### src/rtl/usan_pkg.sv
// Shared types and constants for the UTF-8 string sanitizer.
package usan_pkg;

   localparam logic [7:0] SubstByte  = 8'h5F;
   localparam logic [7:0] PrintLo    = 8'h20;
   localparam logic [7:0] PrintHi    = 8'h7E;
   localparam logic [7:0] Lead2Lo    = 8'hC2;
   localparam logic [7:0] Lead2Hi    = 8'hDF;
   localparam logic [7:0] Lead3Lo    = 8'hE0;
   localparam logic [7:0] Lead3Hi    = 8'hEF;
   localparam logic [7:0] Lead4Lo    = 8'hF0;
   localparam logic [7:0] Lead4Hi    = 8'hF4;
   localparam logic [7:0] TailLo     = 8'h80;
   localparam logic [7:0] TailHi     = 8'hBF;
   localparam logic [7:0] LeadE0     = 8'hE0;
   localparam logic [7:0] LeadE0Lo   = 8'hA0;
   localparam logic [7:0] LeadED     = 8'hED;
   localparam logic [7:0] LeadEDHi   = 8'h9F;
   localparam logic [7:0] LeadF0     = 8'hF0;
   localparam logic [7:0] LeadF0Lo   = 8'h90;
   localparam logic [7:0] LeadF4     = 8'hF4;
   localparam logic [7:0] LeadF4Hi   = 8'h8F;

   localparam int GroupSlots = 4;
   localparam int QDepth     = 2;
   localparam int QPtrW      = $clog2(QDepth);

   typedef struct packed {
      logic [7:0] data_byte;
      logic       is_final;
   } req_item_type;

   typedef struct packed {
      logic [7:0] out_byte;
      logic       out_final;
   } rsp_item_type;

   // Bytes released by one input byte; last flag belongs to the final slot used
   typedef struct packed {
      logic [GroupSlots-1:0][7:0] bytes;
      logic [2:0]                 count;
      logic                       last;
   } group_type;

   typedef struct packed {
      logic full;
      logic empty;
   } q_status_type;

endpackage

### src/rtl/usan_front.sv
// Front end: classify each byte, track the pending sequence, build result groups.
module usan_front import usan_pkg::*; (
   input  logic         clock,
   input  logic         reset,
   input  logic         allow_multibyte,
   input  logic         in_valid,
   output logic         in_ready,
   input  req_item_type in_item,
   input  q_status_type q_status,
   output logic         push,
   output group_type    push_group
);

   logic [7:0] held_ff [0:2];
   logic [7:0] held_in [0:2];
   logic [1:0] held_count_ff, held_count_in;
   logic [2:0] seq_len_ff, seq_len_in;
   logic       accept;

   function automatic logic [2:0] lead_length(input logic [7:0] b);
      logic [2:0] len;
      len = 3'd0;
      if (b >= Lead2Lo && b <= Lead2Hi) len = 3'd2;
      else if (b >= Lead3Lo && b <= Lead3Hi) len = 3'd3;
      else if (b >= Lead4Lo && b <= Lead4Hi) len = 3'd4;
      return len;
   endfunction

   function automatic logic tail_ok(input logic [7:0] lead, input logic [1:0] pos,
                                    input logic [7:0] b);
      logic [7:0] lo;
      logic [7:0] hi;
      lo = TailLo;
      hi = TailHi;
      if (pos == 2'd1) begin
         if (lead == LeadE0) lo = LeadE0Lo;
         else if (lead == LeadED) hi = LeadEDHi;
         else if (lead == LeadF0) lo = LeadF0Lo;
         else if (lead == LeadF4) hi = LeadF4Hi;
      end
      return (b >= lo) && (b <= hi);
   endfunction

   assign in_ready = !q_status.full;
   assign accept   = in_valid && in_ready;

   always_comb begin
      logic       pending;
      logic       ok;
      logic [2:0] len;
      logic [2:0] prefix;
      logic [7:0] b;
      logic       fin;
      b   = in_item.data_byte;
      fin = in_item.is_final;
      pending = (held_count_ff != 2'd0);
      ok      = tail_ok(held_ff[0], held_count_ff, b);
      len     = allow_multibyte ? lead_length(b) : 3'd0;
      prefix  = 3'd0;

      held_in       = held_ff;
      held_count_in = held_count_ff;
      seq_len_in    = seq_len_ff;
      for (int k = 0; k < GroupSlots; k++) begin
         push_group.bytes[k] = SubstByte;
      end
      push_group.count = 3'd0;
      push_group.last  = fin;

      if (pending && ok) begin
         if (({1'b0, held_count_ff} + 3'd1) == seq_len_ff) begin
            // Sequence complete: release held bytes and this one
            for (int k = 0; k < 3; k++) begin
               if (k < int'(held_count_ff)) push_group.bytes[k] = held_ff[k];
            end
            push_group.bytes[held_count_ff] = b;
            push_group.count = {1'b0, held_count_ff} + 3'd1;
            held_count_in = 2'd0;
            seq_len_in    = 3'd0;
         end else if (!fin) begin
            // Extend the sequence
            held_in[held_count_ff] = b;
            held_count_in = held_count_ff + 2'd1;
         end else begin
            // String ends inside the sequence: replace everything
            push_group.count = {1'b0, held_count_ff} + 3'd1;
            held_count_in = 2'd0;
            seq_len_in    = 3'd0;
         end
      end else begin
         // No sequence pending, or it failed: replace any held bytes, then treat this byte as fresh
         if (pending) prefix = {1'b0, held_count_ff};
         held_count_in = 2'd0;
         seq_len_in    = 3'd0;
         if (b >= PrintLo && b <= PrintHi) begin
            push_group.bytes[prefix[1:0]] = b;
            push_group.count = prefix + 3'd1;
         end else if (len != 3'd0 && !fin) begin
            held_in[0]    = b;
            held_count_in = 2'd1;
            seq_len_in    = len;
            push_group.count = prefix;
            push_group.last  = 1'b0;
         end else begin
            push_group.count = prefix + 3'd1;
         end
      end
   end

   assign push = accept && (push_group.count != 3'd0);

   always_ff @(posedge clock) begin
      if (reset) begin
         held_count_ff <= 2'd0;
         seq_len_ff    <= 3'd0;
      end else if (accept) begin
         held_count_ff <= held_count_in;
         seq_len_ff    <= seq_len_in;
      end
   end

   always_ff @(posedge clock) begin
      if (accept) begin
         held_ff <= held_in;
      end
   end

`ifndef NO_ASSERTIONS
   a_held_below_len: assert property (@(posedge clock) disable iff (reset)
      held_count_ff != 2'd0 |-> ({1'b0, held_count_ff} < seq_len_ff && seq_len_ff <= 3'd4))
      else $error("held count not below sequence length");

   a_idle_no_len: assert property (@(posedge clock) disable iff (reset)
      held_count_ff == 2'd0 |-> seq_len_ff == 3'd0)
      else $error("sequence length set with nothing held");

   a_final_clears: assert property (@(posedge clock) disable iff (reset)
      accept && in_item.is_final |=> held_count_ff == 2'd0)
      else $error("bytes still held after end of string");
`endif

endmodule

### src/rtl/usan_queue.sv
// Short group queue between the front end and the output serializer.
module usan_queue import usan_pkg::*; (
   input  logic         clock,
   input  logic         reset,
   input  logic         push,
   input  group_type    push_group,
   input  logic         pop,
   output group_type    head_group,
   output q_status_type q_status
);

   group_type          entry_ff [0:QDepth-1];
   logic [QPtrW-1:0]   wr_ptr_ff, rd_ptr_ff;
   logic [QPtrW:0]     fill_ff, fill_in;

   assign q_status.full  = (fill_ff == (QPtrW+1)'(QDepth));
   assign q_status.empty = (fill_ff == '0);
   assign head_group     = entry_ff[rd_ptr_ff];

   always_comb begin
      fill_in = fill_ff;
      if (push && !pop) fill_in = fill_ff + 1'b1;
      else if (pop && !push) fill_in = fill_ff - 1'b1;
   end

   always_ff @(posedge clock) begin
      if (reset) begin
         wr_ptr_ff <= '0;
         rd_ptr_ff <= '0;
         fill_ff   <= '0;
      end else begin
         if (push) wr_ptr_ff <= wr_ptr_ff + 1'b1;
         if (pop) rd_ptr_ff <= rd_ptr_ff + 1'b1;
         fill_ff <= fill_in;
      end
   end

   always_ff @(posedge clock) begin
      if (push) begin
         entry_ff[wr_ptr_ff] <= push_group;
      end
   end

endmodule

### src/rtl/usan_back.sv
// Back end: serialize each queued group into result bytes, one per cycle while the consumer is ready.
module usan_back import usan_pkg::*; (
   input  logic         clock,
   input  logic         reset,
   input  group_type    head_group,
   input  q_status_type q_status,
   output logic         pop,
   output logic         out_valid,
   input  logic         out_ready,
   output rsp_item_type out_item
);

   logic [1:0] slot_ff, slot_in;
   logic       last_slot;

   assign last_slot = ({1'b0, slot_ff} == (head_group.count - 3'd1));
   assign out_valid = !q_status.empty;
   assign out_item.out_byte  = head_group.bytes[slot_ff];
   assign out_item.out_final = head_group.last && last_slot;
   assign pop = out_valid && out_ready && last_slot;

   always_comb begin
      slot_in = slot_ff;
      if (out_valid && out_ready) begin
         slot_in = last_slot ? 2'd0 : slot_ff + 2'd1;
      end
   end

   always_ff @(posedge clock) begin
      if (reset) begin
         slot_ff <= 2'd0;
      end else begin
         slot_ff <= slot_in;
      end
   end

endmodule

### src/rtl/utf8_string_sanitizer.sv
// Top level of the UTF-8 string sanitizer: front end, group queue, serializer.
// A byte that releases results is registered in the group queue before its first result appears.
// Throughput: one input byte per cycle while the queue is not full; output runs one result byte
//   per cycle while rsp_ready is high, and the two-group queue absorbs bursts.
// Reset: synchronous, active high; clears the held sequence, queue, and multibyte mode.
module utf8_string_sanitizer import usan_pkg::*; (
   input  logic         clock,
   input  logic         reset,
   input  logic         req_valid,
   output logic         req_ready,
   input  req_item_type req_data,
   output logic         rsp_valid,
   input  logic         rsp_ready,
   output rsp_item_type rsp_data,
   input  logic         csr_write_enable,
   input  logic         csr_write_data
);

   // Multibyte mode register; the user must write it only while the block is idle (not enforced here)
   logic         allow_multibyte_ff;

   // Group handoff between front end and serializer
   logic         push;
   logic         pop;
   group_type    push_group;
   group_type    head_group;
   q_status_type q_status;

   always_ff @(posedge clock) begin
      if (reset) begin
         allow_multibyte_ff <= 1'b0;
      end else if (csr_write_enable) begin
         allow_multibyte_ff <= csr_write_data;
      end
   end

   // Classify bytes and hold candidate sequences; stall only when the queue is full
   usan_front u_front (
      .clock           (clock),
      .reset           (reset),
      .allow_multibyte (allow_multibyte_ff),
      .in_valid        (req_valid),
      .in_ready        (req_ready),
      .in_item         (req_data),
      .q_status        (q_status),
      .push            (push),
      .push_group      (push_group)
   );

   // Decouple the two sides so a stalled consumer does not block classification at once
   usan_queue u_queue (
      .clock      (clock),
      .reset      (reset),
      .push       (push),
      .push_group (push_group),
      .pop        (pop),
      .head_group (head_group),
      .q_status   (q_status)
   );

   // Drain each group one byte per transaction; pop after its last byte
   usan_back u_back (
      .clock      (clock),
      .reset      (reset),
      .head_group (head_group),
      .q_status   (q_status),
      .pop        (pop),
      .out_valid  (rsp_valid),
      .out_ready  (rsp_ready),
      .out_item   (rsp_data)
   );

endmodule
### config.mk
export PLATFORM = sky130hd
export DESIGN_NAME = utf8_string_sanitizer
export DESIGN_NICKNAME = d
export VERILOG_FILES = /design/src/rtl/usan_pkg.sv /design/src/rtl/usan_front.sv /design/src/rtl/usan_queue.sv /design/src/rtl/usan_back.sv /design/src/rtl/utf8_string_sanitizer.sv
export SDC_FILE = /design/constraint.sdc
export NUM_CORES = 1
export LEC_CHECK = 0
export BUFFER_PORTS_ARGS = -buffer_cell sky130_fd_sc_hd__buf_2
export CORE_MARGIN = 4
export CORE_UTILIZATION = 55
export CTS_BUF_LIST = sky130_fd_sc_hd__clkbuf_4 sky130_fd_sc_hd__clkbuf_8 sky130_fd_sc_hd__clkbuf_16
export DETAILED_ROUTE_END_ITERATION = 6
export PLACE_DENSITY = 0.74
export SLEW_MARGIN = 20
export SYNTH_ARGS = -nofsm -noshare
export SYNTH_HDL_FRONTEND = slang
export SYNTH_SLANG_ARGS = --single-unit
export TNS_END_PERCENT = 1
### constraint.sdc
create_clock -name clock -period 6.35 [get_ports clock]
set_input_delay 0 -clock clock [delete_from_list [all_inputs] [get_ports clock]]
set_output_delay 0 -clock clock [all_outputs]
set_load 0.05 [all_outputs]
==> results_dict.tcl, run 1 <==
set metrics [dict create \
    status "finished clean" \
    dr.pass1.iters 5 \
    combPwrFrac 0.270 \
    post-route-min-period_ns 3.76 \
    cpMaxStageDelayCell "dfxtp_1" \
    synth_compound_area_frac 0.0947 \
    finalSetupViolations 0 \
    gp_congestion 0.843 \
    drive_gt1_frac 0.205 \
    worstMarginPinSlew_ns 1.04 \
    portBuffers 25 \
    die_area_sq_mm 0.0108 \
    cts_tree "yes" \
    ys_seq_elements 109 \
    hpwl_mm 6.60 \
    final_cell_area_sq_mm 0.00557 \
    worst_setup_path_end_kind "flop" \
    grt_pass1_vias 3006 \
    worst-path-max-fanout 11 \
    power_frac_clock 0.214 \
    cp-start-kind "flop" \
    crit_required_ns 6.64 \
    final-hold-violation-count 0 \
    total_leakage_power_nw 1.72 \
    viasPerCell 6.05 \
    yosys.cell_types.count 55 \
    grt-ovfl-total 0 \
    yosys-top-cells-area "edfxtp_1 (57%), mux4_2 (7.1%), dfxtp_1 (5.2%)" \
    final.setup_skew_ns 0.0125 \
    rows 34 \
    ir_worst_vdd_uv 135 \
    synth-adder-area-share 0.0347 \
    cts_sinks 109 \
    netlist_area_sq_mm 0.00505 \
    max_stage_delay_ns 0.56 \
    post-route-util 0.632 \
    synthXorXnorAreaFrac 0.0156 \
    synthArstFlopShare 0 \
    synth-simple-area-share 0.106 \
    synth_common_cells "edfxtp_1 (96), nor2_1 (30), nand2_1 (22)" \
    p_seq_frac 0.516 \
    nets 415 \
    postCtsSetupRepairBufs 0 \
    synthMuxAreaShare 0.103 \
    route.detailed.drc 0 \
    hp-class "in2reg" \
    ys_seq_area_frac 0.623 \
    switching_share 0.330 \
    clock_latency_ns 0.37 \
    root_buffer "clkbuf_8" \
    diodes 0 \
    routed_wl_mm 9.72 \
    io_pins 26 \
    wl_per_cell_um 19.5 \
    power.total_mw 1.77 \
    max_cap_viol_count 0 \
    dr_total_vias 3013 \
    rsz0062_at_grt "false" \
    period_share 0.592 \
    synth_top_area_share 0.571 \
    cellPowerDensity_mw_per_mm2 318 \
    path_clk_slew_ns 0.10 \
    synth_nets 380 \
    yosysWarningCount 0 \
    grt_first_pass_wirelength_mm 16.1 \
    antenna_found_initial 0 \
    slew_violations 0 \
    crit_top_cell "ha_1" \
    core-area_sq_mm 0.00881 \
    fmax_mhz 266 \
    synth_ff_type "edfxtp_1" \
    yosys.area.top_type "edfxtp_1" \
    synthMostInstantiatedCell "edfxtp_1" \
    relSlewSlack 0.306 \
    gr-usage-all-layers 0.191 \
    setup_tns_ns 0 \
    grt_start_max_net_pins 38 \
    drt_iter0_drc 311 \
    die_h_um 104 \
    cts_made_buffers 9 \
    crit_chain "ha_1 -> nand3_1 -> nor3_1 -> nand2_1 -> ha_1 -> nand2_1 -> o311a_4 -> or4_4 -> o211ai_4 -> nand3_1 -> ha_1 -> or3_1 -> a21oi_1" \
    synth_edf_count 96 \
    dp.cells 470 \
    cts-htree-levels 3 \
    worstPathArrival_ns 4.06 \
    die_x_um 104 \
    place_area_sq_mm 0.00527 \
    crit_type "reg2reg" \
    cts-resized-gates 0 \
    drtAntennaViolNets 0 \
    syn_area_per_cell_sq_um 14.4 \
    syn_to_final_growth_pct 10.2 \
    start_util 0.573 \
    synthCells 351 \
    clock_path_buffers 2 \
    p_int_mw 1.19 \
    synth_top_family_by_area "simple AND/OR/NAND/NOR gates" \
    fin_cells 498 \
    p_switching_mw 0.585 \
]
[stage by stage]
step	setup WS, ns	hold WS, ns
floorplan	1.79	0.0691
global placement	2.73	0.238
detailed placement	2.61	0.267
CTS	2.58	0.00569
global route	2.19	0.0808
finish	2.59	0.0246
[metal layers]
metal | wire length [um] | GRT usage | up-vias
met2 | 4680 | 0.301 | 80
li1 | - | - | 1415
met4 | 62 | 0.0570 | 0
met3 | 466 | 0.0342 | 4
met1 | 4510 | 0.274 | 1514
met5 | 0 | 0 | -
[cell type report]
class / count / area (sq um)
inverter: 10 / 37.5
sequential: 109 / 3140
fill: 675 / 3240
timing repair buffer: 41 / 278
clock buffer: 9 / 124
multi-input combinational: 215 / 1800
tap: 108 / 135
clock inverter: 6 / 46.3
[power groups by stage]
stage | Combinational (mW) | Sequential, mW | Clock [mW]
CTS | 0.486 | 0.916 | 0.388
global route | 0.520 | 0.923 | 0.419
detailed placement | 0.478 | 0.933 | 0
global placement | 0.469 | 0.928 | 0
finish | 0.478 | 0.915 | 0.380
floorplan | 0.383 | 0.912 | 0
[state kept, by name, summed over array words and instances (netlist names), named ones only]
signal                 flops
u_queue.rd_ptr_ff          1
u_queue.fill_ff            2
u_back.slot_ff             2
u_front.held_ff           24
u_front.held_count_ff      2
u_queue.entry_ff          72
u_queue.wr_ptr_ff          1
allow_multibyte_ff         1
u_front.seq_len_ff         3
[placed cells by master (no fill, tap or decap), types with 7 or more instances in the layout]
cell / netlist / final
mux2_2: 8 / 8
ha_1: 14 / 14
nor2_1: 30 / 30
a21oi_1: 12 / 12
buf_2: 2 / 25
mux2i_1: 7 / 7
edfxtp_1: 96 / 96
inv_1: 10 / 10
clkbuf_8: 0 / 9
o22a_1: 17 / 17
nand2_1: 22 / 22
dlygate4sd3_1: 0 / 13
dfxtp_1: 13 / 13
mux4_2: 16 / 16
[logic make-up after synthesis]
| group | count (synthesis) |
|---|---|
| AO/OA/AOI/OAI | 59 |
| buffers and inverters | 27 |
| multiplexers | 31 |
| flip-flops | 109 |
| adder cells (fa/ha/maj) | 14 |
| AND/OR/NAND/NOR | 102 |
| XOR/XNOR | 9 |
[final timing paths]
kind | startpoint | endpoint | slack (ns) | depth (start not counted)
min reg2reg | u_front.seq_len_ff[1]$_SDFFE_PP0P_ | u_front.seq_len_ff[1]$_SDFFE_PP0P_ | 0.47 | 2
min | rsp_ready | u_back.slot_ff[0]$_SDFFE_PP0P_ | 0.02 | 4
max | u_front.held_count_ff[0]$_SDFFE_PP0P_ | u_queue.fill_ff[1]$_SDFFE_PP0P_ | 2.59 | 13
max reg2reg | u_front.held_count_ff[0]$_SDFFE_PP0P_ | u_queue.fill_ff[1]$_SDFFE_PP0P_ | 2.59 | 13
[what timing repair did]
action                                 in CTS  in global routing
setup endpoints to repair                   0                  0
hold buffers                               12                  1
endpoints found under the hold margin      27                  1
[critical path, delay by kind of cell, from the launching register on]
| family | cells | cell delay [ns] |
|---|---|---|
| AND/OR/NAND/NOR | 7 | 1.48 |
| adder cells (fa/ha/maj) | 3 | 0.99 |
| flip-flops | 1 | 0.56 |
| AO/OA/AOI/OAI | 3 | 0.65 |
No activity file was read; power rests on OpenSTA's default activity.
==> run 2, diff against run 1 <==
==> constraint.sdc (replaced) <==
create_clock -name clock -period 3.85 [get_ports clock]
set_input_delay 0 -clock clock [delete_from_list [all_inputs] [get_ports clock]]
set_output_delay 0 -clock clock [all_outputs]
set_load 0.05 [all_outputs]
==> run 2 against run 1 <==
Total power is 71% higher. Highest routed layer unchanged. Clock skew is 0.0036 ns lower. Register-to-register slack worse by 2.4 ns. Clock power is 88% higher. Final area is 1.4% higher. Maximum frequency is 3.0% higher. Cell count is 1.2% higher. Sequential power is 62% higher. Wire length is 1.5% higher. Largest power group unchanged. First-iteration DRC count is 10% lower. Sequential cell count stayed put. Via count is 2.3% higher.
==> results_dict.tcl, run 2 (synthesized netlist as in run 1, its figures left out) <==
set metrics [dict create \
    status "finished clean" \
    max_stage_delay_ns 0.55 \
    critPathBufInv 1 \
    io_pins 26 \
    max_cap_viol_count 0 \
    power_frac_clock 0.235 \
    cp-start-kind "flop" \
    total_leakage_power_nw 1.77 \
    route.detailed.drc 0 \
    cts_sinks 109 \
    cts-htree-levels 3 \
    final_common_cell "edfxtp_1" \
    holdWs_ns 0.0261 \
    grt_first_pass_wirelength_mm 16.1 \
    p_int_mw 2.04 \
    die_x_um 104 \
    layout_common_cells "edfxtp_1 (96), nor2_1 (30), buf_2 (25)" \
    viasPerCell 6.12 \
    diodes 0 \
    maxUsedRoutingLayer "met4" \
    dr.pass1.iters 5 \
    setup_tns_ns 0 \
    met3_length_um 606 \
    rows 34 \
    combPwrFrac 0.278 \
    finalSetupViolations 0 \
    dr_wl_met2_mm 4.64 \
    period_share 0.948 \
    drive_gt1_frac 0.227 \
    cellPowerDensity_mw_per_mm2 537 \
    hpwl_mm 6.82 \
    relSlewSlack 0.462 \
    grt-ovfl-total 0 \
    fillers 641 \
    die_h_um 104 \
    switching_share 0.326 \
    dp_slack_ns 0.112 \
    path_clk_slew_ns 0.10 \
    postCtsSetupRepairBufs 0 \
    worst-path-max-fanout 7 \
    drtAntennaViolNets 0 \
    p_seq_frac 0.487 \
    clock_path_buffers 2 \
    ir_worst_vdd_uv 277 \
    final-hold-violation-count 0 \
    gp_congestion 0.905 \
    p_switching_mw 0.989 \
    dr_total_vias 3082 \
    top_regs "u_queue.entry_ff: 72 flops, u_front.held_ff: 24 flops, u_front.seq_len_ff: 3 flops" \
    portBuffers 25 \
    final.setup_skew_ns 0.00897 \
    drt_iter0_drc 280 \
    slew_violations 0 \
    rsz0062_at_grt "false" \
    setup_ws_ns 0.198 \
    dp.cells 475 \
    cts_made_buffers 9 \
    hp-class "in2reg" \
    worstMarginPinSlew_ns 0.801 \
    cts_tree "yes" \
    wl_met1_mm 4.41 \
    grt_start_max_net_pins 27 \
    multi_input_area_sq_mm 0.00181 \
    start_util 0.573 \
    nets 420 \
    crit_type "reg2reg" \
    worstPathArrival_ns 3.95 \
    root_buffer "clkbuf_8" \
    gr-usage-all-layers 0.191 \
    cpMaxStageDelayCell "or4_4" \
    fin_cells 504 \
    regArea_sq_mm 0.00314 \
    die_area_sq_mm 0.0108 \
    syn_to_final_growth_pct 11.8 \
    clock_latency_ns 0.37 \
    largest_reg_flops 72 \
    crit_family "simple AND/OR/NAND/NOR gates" \
    crit_required_ns 4.15 \
    post-route-min-period_ns 3.65 \
    grt_pass1_vias 3083 \
    wl_per_cell_um 19.6 \
    worst_setup_path_end_kind "flop" \
    core-area_sq_mm 0.00881 \
    antenna_found_initial 0 \
    routed_wl_mm 9.86 \
    crit_chain "inv_2 -> ha_2 -> nand3_1 -> nor3_2 -> nand2_1 -> ha_1 -> nand2_1 -> o311a_4 -> or4_4 -> o211ai_4 -> nand3_1 -> ha_1 -> or3_1 -> a21oi_1" \
    regMostFlops "u_queue.entry_ff" \
    fmax_mhz 274 \
]
==> run 2: layer usage <==
layer,GRT usage,vias to the layer above
met5,0,-
li1,-,1429
met4,0.0788,0
met2,0.294,128
met3,0.0348,16
met1,0.269,1509
==> run 2: path summary, 6_finish.rpt <==
kind / from / end / slack [ns] / cells after the start
worst min register to register: u_front.seq_len_ff[2]$_SDFFE_PP0P_ / u_front.seq_len_ff[2]$_SDFFE_PP0P_ / 0.47 / 2
worst max-delay path: u_front.held_count_ff[1]$_SDFFE_PP0P_ / u_queue.fill_ff[1]$_SDFFE_PP0P_ / 0.20 / 14
worst max register to register: u_front.held_count_ff[1]$_SDFFE_PP0P_ / u_queue.fill_ff[1]$_SDFFE_PP0P_ / 0.20 / 14
worst min-delay path: rsp_ready / flop / 0.03 / 4
==> run 2: worst min-delay path, delay by kind of cell <==
family | cells | cell delay (ns)
xor gates and xnor gates | 1 | 0.09
buffers and inverters | 1 | 0.10
and+or+nand+nor | 2 | 0.17
==> run 2: per-stage QoR <==
| stage | instance area [sq um] | util | power, mW |
|---|---|---|---|
| detailed placement | 5300 | 0.602 | 2.35 |
| CTS | 5640 | 0.640 | 3.06 |
| floorplan | 5050 | - | 2.13 |
| global route | 5640 | 0.641 | 3.19 |
| finish | 5640 | 0.641 | 3.03 |
| global placement | 5300 | 0.602 | 2.32 |
==> run 2: layout make-up <==
type,count,share of cell area
sequential,109,0.557
clock inverter,7,0.0142
clock buffer,9,0.0219
timing repair buffer,46,0.0559
inverter,10,0.00665
multi-input combinational,215,0.321
tap,108,0.0239
==> run 2: repair_timing <==
item	CTS	global route
gates resized for setup	0	3
hold endpoints to repair	31	0
hold buffers	13	0
setup endpoints to repair	0	8
==> run 2: power groups by stage <==
stage               combinational (mW)  clock (mW)  sequential (mW)
finish                           0.843       0.713             1.48
CTS                              0.855       0.728             1.48
floorplan                        0.634           0             1.50
global placement                 0.823           0             1.50
detailed placement               0.841           0             1.51
global route                     0.912       0.784             1.49
==> run 3, diff against run 2 <==
--- a/config.mk
+++ b/config.mk
@@ -11,6 +11,7 @@
 export CTS_BUF_LIST = sky130_fd_sc_hd__clkbuf_4 sky130_fd_sc_hd__clkbuf_8 sky130_fd_sc_hd__clkbuf_16
 export DETAILED_ROUTE_END_ITERATION = 6
 export PLACE_DENSITY = 0.74
+export RECOVER_POWER = 100
 export SLEW_MARGIN = 20
 export SYNTH_ARGS = -nofsm -noshare
 export SYNTH_HDL_FRONTEND = slang
==> run 3 against run 2 <==
Wire length is 0.85% higher. Clock power hardly changed. Worst hold slack hardly changed. Sequential cell count stayed put. Register-to-register slack hardly changed. Largest power group unchanged. Critical path depth stayed put. Sequential share of layout area is 0.64 points higher. Die area stayed put. Via count hardly changed. Sequential power hardly changed. Non-clock buffer count stayed put. Final area is 1.1% lower. Largest cell class unchanged.
==> results_dict.tcl, run 3 (synthesized netlist as in run 1, its figures left out) <==
set metrics [dict create \
    status "finished clean" \
    drtAntennaViolNets 0 \
    setup_tns_ns 0 \
    antenna_found_initial 0 \
    clock_latency_ns 0.37 \
    top_regs "u_queue.entry_ff: 72 flops, u_front.held_ff: 24 flops, u_front.seq_len_ff: 3 flops" \
    fmax_mhz 273 \
    final_cell_area_sq_mm 0.00558 \
    crit_family "simple AND/OR/NAND/NOR gates" \
    hp-class "in2reg" \
    drive_gt1_frac 0.169 \
    place_area_sq_mm 0.00530 \
    combPwrFrac 0.271 \
    die_x_um 104 \
    dr_total_vias 3084 \
    cts-htree-levels 3 \
    worst-path-max-fanout 7 \
    final.setup_skew_ns 0.0115 \
    period_share 0.950 \
    route.detailed.drc 0 \
    hpwl_mm 6.82 \
    finalSetupViolations 0 \
    gp_congestion 0.905 \
    io_pins 26 \
    post-route-min-period_ns 3.66 \
    relSlewSlack 0.420 \
    crit_required_ns 4.15 \
    ir_worst_vdd_uv 273 \
    dp_slack_ns 0.112 \
    switching_share 0.329 \
    wl_per_cell_um 19.7 \
    p_int_mw 2.02 \
    syn_to_final_growth_pct 10.5 \
    grt_pass1_vias 3083 \
    total_leakage_power_nw 1.70 \
    root_buffer "clkbuf_8" \
    slew_violations 0 \
    start_util 0.573 \
    dp.cells 475 \
    power.total_mw 3.01 \
    setup_ws_ns 0.192 \
    cts_tree "yes" \
    power_frac_clock 0.237 \
    die_area_sq_mm 0.0108 \
    crit_type "reg2reg" \
    largest_reg_flops 72 \
    p_switching_mw 0.990 \
    drt_iter0_drc 292 \
    final-hold-violation-count 0 \
    worstPathArrival_ns 3.96 \
    grt_first_pass_wirelength_mm 16.1 \
    clock_path_buffers 2 \
    nets 420 \
    die_h_um 104 \
    dr.pass1.iters 5 \
    max_stage_delay_ns 0.55 \
    holdWs_ns 0.0261 \
    max_cap_viol_count 0 \
    regMostFlops "u_queue.entry_ff" \
    grt-ovfl-total 0 \
    cp-start-kind "flop" \
    rows 34 \
    worstMarginPinSlew_ns 0.861 \
    cpMaxStageDelayCell "or4_4" \
    portBuffers 25 \
    rsz0062_at_grt "false" \
    viasPerCell 6.12 \
    grt_start_max_net_pins 27 \
    worst_setup_path_end_kind "flop" \
    cts_made_buffers 9 \
    gr-usage-all-layers 0.191 \
    path_clk_slew_ns 0.10 \
    cts_sinks 109 \
    final_common_cell "edfxtp_1" \
    critPathBufInv 1 \
    routed_wl_mm 9.95 \
    diodes 0 \
    crit_chain "inv_2 -> ha_2 -> nand3_1 -> nor3_2 -> nand2_1 -> ha_1 -> nand2_1 -> o311a_4 -> or4_4 -> o211ai_4 -> nand3_1 -> ha_1 -> or3_1 -> a21oi_1" \
    core-area_sq_mm 0.00881 \
    p_seq_frac 0.491 \
    cellPowerDensity_mw_per_mm2 540 \
    layout_common_cells "edfxtp_1 (96), nor2_1 (30), nand2_1 (22)" \
    fin_cells 504 \
    post-route-util 0.634 \
]
==> run 3: cell types whose count changed in the layout (fill, tap and decap cells not counted), sizes merged <==
cell / change
clkbuf: +24
buf: -24
==> run 3: per-layer routing <==
metal / GRT usage / wire (um)
met1: 0.269 / 4470
met2: 0.294 / 4730
met3: 0.0348 / 606
met4: 0.0788 / 144
met5: 0 / 0
==> run 3: final timing paths <==
| path | end | startpoint | cells past startpoint | slack [ns] |
|---|---|---|---|---|
| setup / recovery | u_queue.fill_ff[1]$_SDFFE_PP0P_ | u_front.held_count_ff[1]$_SDFFE_PP0P_ | 14 | 0.19 |
| hold / removal | flop | rsp_ready | 4 | 0.03 |
| setup reg to reg | u_queue.fill_ff[1]$_SDFFE_PP0P_ | u_front.held_count_ff[1]$_SDFFE_PP0P_ | 14 | 0.19 |
| hold reg to reg | u_front.seq_len_ff[2]$_SDFFE_PP0P_ | u_front.seq_len_ff[2]$_SDFFE_PP0P_ | 2 | 0.47 |
==> run 3: worst reg2reg max path, delay by kind of cell, from the launching register on <==
family	cells	cell delay (ns)
simple gates	7	1.52
compound gates	3	0.64
buf+inv	1	0.14
flops	1	0.38
fa+ha+maj	3	0.91
==> run 3: what timing repair did <==
| action | 4_1_cts | 5_1_grt |
|---|---|---|
| endpoints found under the setup margin | 0 | 8 |
| hold endpoints to repair | 31 | 0 |
| setup buffers | 0 | 0 |
| resized for setup | 0 | 3 |
| hold buffers | 13 | 0 |
==> run 3: layout make-up <==
| type | count | area [sq um] |
|---|---|---|
| fill | 663 | 3230 |
| sequential | 109 | 3140 |
| multi-input combinational | 215 | 1780 |
| timing repair buffer | 46 | 277 |
| tap | 108 | 135 |
| clock buffer | 9 | 124 |
| clock inverter | 7 | 80.1 |
| inverter | 10 | 37.5 |
==> run 3: power groups by stage <==
stage | Combinational, mW | Clock [mW] | Sequential [mW]
after floorplan | 0.634 | 0 | 1.50
after global placement | 0.823 | 0 | 1.50
after detailed placement | 0.841 | 0 | 1.51
after CTS | 0.855 | 0.728 | 1.48
after global routing | 0.886 | 0.784 | 1.49
final | 0.818 | 0.714 | 1.48
